`src/rtl/core/icy_pkg.sv`:
```
// shared types and constants for the indexed color to ycbcr lookup
`timescale 1ns / 1ps

package icy_pkg;

  // input item kind
  typedef enum logic {
    KIND_WRITE  = 1'b0,
    KIND_LOOKUP = 1'b1
  } kind_e;

  localparam int unsigned PALETTE_ENTRIES_DEF = 256;

  localparam int unsigned ChanW  = 8;
  localparam int unsigned TripleW = 3 * ChanW;
  localparam int unsigned IndexW = 8;

  // bt.601 weights scaled by 65536, truncated; sums fit in 25 bits
  localparam int unsigned SumW = 25;

  localparam logic [SumW-1:0] COEF_Y_R  = 25'd19595;
  localparam logic [SumW-1:0] COEF_Y_G  = 25'd38469;
  localparam logic [SumW-1:0] COEF_Y_B  = 25'd7471;
  localparam logic [SumW-1:0] COEF_CB_R = 25'd11058;
  localparam logic [SumW-1:0] COEF_CB_G = 25'd21709;
  localparam logic [SumW-1:0] COEF_CB_B = 25'd32768;
  localparam logic [SumW-1:0] COEF_CR_R = 25'd32768;
  localparam logic [SumW-1:0] COEF_CR_G = 25'd27439;
  localparam logic [SumW-1:0] COEF_CR_B = 25'd5328;
  localparam logic [SumW-1:0] CHROMA_OFFSET = 25'd8388608;

endpackage

```
`src/rtl/core/icy_ycc.sv`:
```
// rgb to ycbcr conversion, fixed point weighted sums
`timescale 1ns / 1ps

module icy_ycc (
  input  logic [icy_pkg::ChanW-1:0] red_i,
  input  logic [icy_pkg::ChanW-1:0] green_i,
  input  logic [icy_pkg::ChanW-1:0] blue_i,
  output logic [icy_pkg::ChanW-1:0] luma_o,
  output logic [icy_pkg::ChanW-1:0] chroma_blue_o,
  output logic [icy_pkg::ChanW-1:0] chroma_red_o
);

  logic [icy_pkg::SumW-1:0] r_ext, g_ext, b_ext;
  logic [icy_pkg::SumW-1:0] y_sum, cb_sum, cr_sum;

  assign r_ext = icy_pkg::SumW'(red_i);
  assign g_ext = icy_pkg::SumW'(green_i);
  assign b_ext = icy_pkg::SumW'(blue_i);

  // chroma sums never go negative, so add the positive terms first
  always_comb begin
    y_sum  = icy_pkg::COEF_Y_R * r_ext + icy_pkg::COEF_Y_G * g_ext
           + icy_pkg::COEF_Y_B * b_ext;
    cb_sum = (icy_pkg::CHROMA_OFFSET + icy_pkg::COEF_CB_B * b_ext)
           - (icy_pkg::COEF_CB_R * r_ext + icy_pkg::COEF_CB_G * g_ext);
    cr_sum = (icy_pkg::CHROMA_OFFSET + icy_pkg::COEF_CR_R * r_ext)
           - (icy_pkg::COEF_CR_G * g_ext + icy_pkg::COEF_CR_B * b_ext);
  end

  assign luma_o        = y_sum[23:16];
  assign chroma_blue_o = cb_sum[23:16];
  assign chroma_red_o  = cr_sum[23:16];

endmodule

```
`config.mk`:
```
export PLATFORM = sky130hd
export DESIGN_NAME = icy_ycc
export DESIGN_NICKNAME = d
export VERILOG_FILES = /design/src/rtl/core/icy_pkg.sv /design/src/rtl/core/icy_ycc.sv
export SDC_FILE = /design/constraint.sdc
export NUM_CORES = 1
export LEC_CHECK = 0
export ABC_CLOCK_PERIOD_IN_PS = 19900
export BUFFER_PORTS_ARGS = -buffer_cell sky130_fd_sc_hd__buf_2
export CAP_MARGIN = 5
export CORE_MARGIN = 3
export CORE_UTILIZATION = 55
export DETAILED_ROUTE_END_ITERATION = 10
export PLACE_DENSITY = 0.79
export SLEW_MARGIN = 20
export SYNTH_ARGS = -nofsm -noshare
export SYNTH_HDL_FRONTEND = slang
export SYNTH_SLANG_ARGS = --single-unit
export TNS_END_PERCENT = 50
```
`constraint.sdc`:
```
create_clock -name vclk -period 19.9
set_input_delay 2.985 -clock vclk [all_inputs]
set_output_delay 2.985 -clock vclk [all_outputs]
set_load 0.01 [all_outputs]
```
== Word-level counts from Yosys, hierarchy flattened ==
Index checks and enable logic that the tools add are counted.

* Flip-flop bits (word level): 0
* Output and inout bits: 24

* Add/subtract/negate cells: 8
* Multipliers: 7

{| class="wikitable"
|+ Operators with widths
! kind !! count
|-
| $mul A15 B8 Y23 const A || 3
|-
| $add A24 B23 Y24 const A || 2
|-
| $sub A24 B24 Y24 || 2
|-
| $mul A13 B8 Y21 const A || 2
|-
| $add A22 B23 Y24 || 1
|-
| $add A23 B21 Y24 || 1
|-
| $add A23 B24 Y24 || 1
|-
| $add A24 B21 Y24 || 1
|-
| $mul A16 B8 Y24 const A || 1
|-
| $mul A9 B8 Y17 const A || 1
|}

== Longest topological paths before layout ==
* Depth in word-level cells: 3
* Mapped depth: 30
* Gate-level depth less buffers: 30

== Least setup slack after synthesis ==
Ideal clock, no wire load.

* Path type: input -> output
* Start point: input port blue_i[5] (netlist name)
* End point: output port chroma_red_o[7] (netlist name)
* Data arrival time: 9781 ps
* Slack: 7134 ps
* Stages on the path: 28
* Path through: inv_1 > ha_1 > fa_1 > inv_1 > fa_1 > inv_1 > fa_1 > inv_1 > ha_1 > o21a_1 > nor2_1 > a21oi_1 > a21oi_1 > xnor2_1 > fa_1 > fa_1 > fa_1 > fa_1 > inv_1 > fa_1 > ha_1 > and3_1 > and3_1 > o311ai_0 > a21oi_1 > o31ai_2 > nor2_1 > a211oi_1

* Word-level cells in the longest chain between the ends: 3

{| class="wikitable"
|+ Ends and longest elaborated chain
! what !! RTL line !! source
|-
| start: declaration || icy_ycc.sv:7 || <nowiki>input logic [icy_pkg::ChanW-1:0] blue_i,</nowiki>
|-
| $mul A9 B8 Y17 || icy_ycc.sv:27 || <nowiki>- (icy_pkg::COEF_CR_G * g_ext + icy_pkg::COEF_CR_B * b_ext);</nowiki>
|-
| $add A23 B21 Y24 || icy_ycc.sv:27 ||
|-
| $sub A24 B24 Y24 || icy_ycc.sv:27 ||
|-
| end: declaration || icy_ycc.sv:10 || <nowiki>output logic [icy_pkg::ChanW-1:0] chroma_red_o</nowiki>
|}

No other way between the ends.

== Worst setup path in the final report ==
* Start point: input port blue_i[5] (netlist name)
* End point: output port chroma_red_o[6] (netlist name)

The elaborated chain is that of the path after synthesis.

==> out/results.txt <==
status: complete, no violations
DR DRC count: 0
wire per inst: 18.7 µm
DR pass1 iterations: 5
post-route ant nets: 0
Max FO, Critical Path: 10
post-synth top area cell: fa_1
core area: 24500 µm²
synthesized area per cell: 9.96 µm²
global route total overflow: 0
CP max-delay cell: fa_1
Final Critical Period: 13.62 ns
Rows: 57
CP bufs+invs: 7
delay-heaviest family, CP: adder cells
IO Port Bufs: 48
Final HPWL DP: 28900 µm
die area: 27000 µm²
Routed WL: 32800 µm
CLK BUF: 0
share of layout cells above drive strength 1: 4.19%
vias in the first global route: 10600
synth unique cells: 49
post-CTS setup buffer count: 0
Filler cells: 2028
Vias per Instance: 5.47
number of max-cap violations: 0
Iteration-0 DRC Markers: 549
area occupied by multi-input gates: 12100 µm²
max-slew violation count: 0
critical path endpoint category: output pin
top cell type's share of synthesized area: 40.1%
Setup Crit Path Kind: in2out
Tcrit/Tclk final: 68.4%
initial antenna violation count: 1
Synth Warn #: 0
seq_cells: 0
total global-route track usage: 26.2%
max_slew headroom: 51.4%
Ant. Diodes: 0
most frequent CP cell: fa_1
worst-margin pin slew: 0.728 ns
placed instance area: 14400 µm²
Initial Utilization: 56.4%
worst endpoint required time: 16.91 ns
sequential share of the synthesized area: 0%
Layout Nets: 2111
Hold Fails Final Rpt: 0
first-pass GRT wire length: 54400 µm
Final setup viols: 0
most frequent cells in the layout: inv_1 (441), ha_1 (376), fa_1 (276)
FF/Latch Area: 0 µm²
CTS Hold Bufs: 0
slowest stage delay, CP: 0.52 ns
crit path DAT: 10.63 ns
Mapped Area: 13800 µm²
Die W: 164 µm
chip height: 164 µm
fin area: 14400 µm²
area delta synth->final: 4.68%
unrepaired setup endpoints after global routing: no
Syn Inst Count: 1385
routability cong.: 1.02
total number of vias: 9614
setup_tns: 0 ns
synth top area cells: fa_1 (40%), ha_1 (34%), inv_1 (12%)
Post-Syn Nets: 2061
pin count of the biggest net entering global routing: 22
most common cell after layout, fill and taps aside: inv_1
I/O pins: 48
worst min path class: in2out
crit start category: input pin
f_max: 0.0734 GHz
Gates resized, CTS repair: 0
worst paths after layout:
| path | start | to | slack (ns) | cells past startpoint |
|---|---|---|---|---|
| worst max-delay path | blue_i[5] | chroma_red_o[6] | 6.28 | 30 |
| worst min-delay path | blue_i[7] | chroma_blue_o[7] | 6.89 | 6 |
area by class of cell:
| type | instances | share of cell area, % |
|---|---|---|
| multi-input combinational | 944 | 84.1 |
| inverter | 441 | 11.5 |
| tap | 324 | 2.81 |
| timing repair buffer | 48 | 1.66 |
cells in the mapped netlist (6+ instances only):
library cell and instances:
nand3_1 12, nand2_1 20, a21o_1 23, a21oi_1 52, nor2_1 21, o21a_1 6, and3_1 6, ha_1 376
inv_1 441, nor3_1 7, xor2_1 19, o21ai_0 21, xnor2_1 30, fa_1 276, nand2b_1 8
layer usage:
layer / wire [µm] / GRT usage (%) / vias up
met3: 2600 / 6.13 / 69
met4: 1140 / 7.46 / 2
li1: - / - / 4439
met2: 15400 / 43.5 / 318
met1: 13700 / 34.5 / 4786
met5: 8 / 0 / -
stage by stage:
| stage | worst slack, ns | hold slack, ns | cells | util (%) |
|---|---|---|---|---|
| 2_1_floorplan | 7.13 | 6.40 | 1385 | - |
| 5_1_grt | 5.90 | 6.98 | 1757 | 59.0 |
| 4_1_cts | 6.30 | 6.89 | 1757 | 59.0 |
| 3_5_place_dp | 6.32 | 6.89 | 1757 | 59.0 |
| 3_3_place_gp | 6.49 | 6.88 | 1757 | 59.0 |
| 6_report | 6.28 | 6.89 | 1757 | 59.0 |
worst min-delay path: stages:
cell and delay (ns):
buf_2 0.24, inv_1 0.13, fa_1 0.19, xnor2_1 0.15, xnor2_1 0.07, buf_2 0.13
logic make-up after synthesis:
logic type                 synth area share, %
AOI/OAI and AO/OA                         6.92
xor gates and xnor gates                  3.11
adders and majority gates                 74.2
and+or+nand+nor                           3.80
buffers and inverters                     12.0
Power is left out: the tool's default activity adds up to more than one toggle a clock period on the data nets, which glitch-free logic cannot reach.
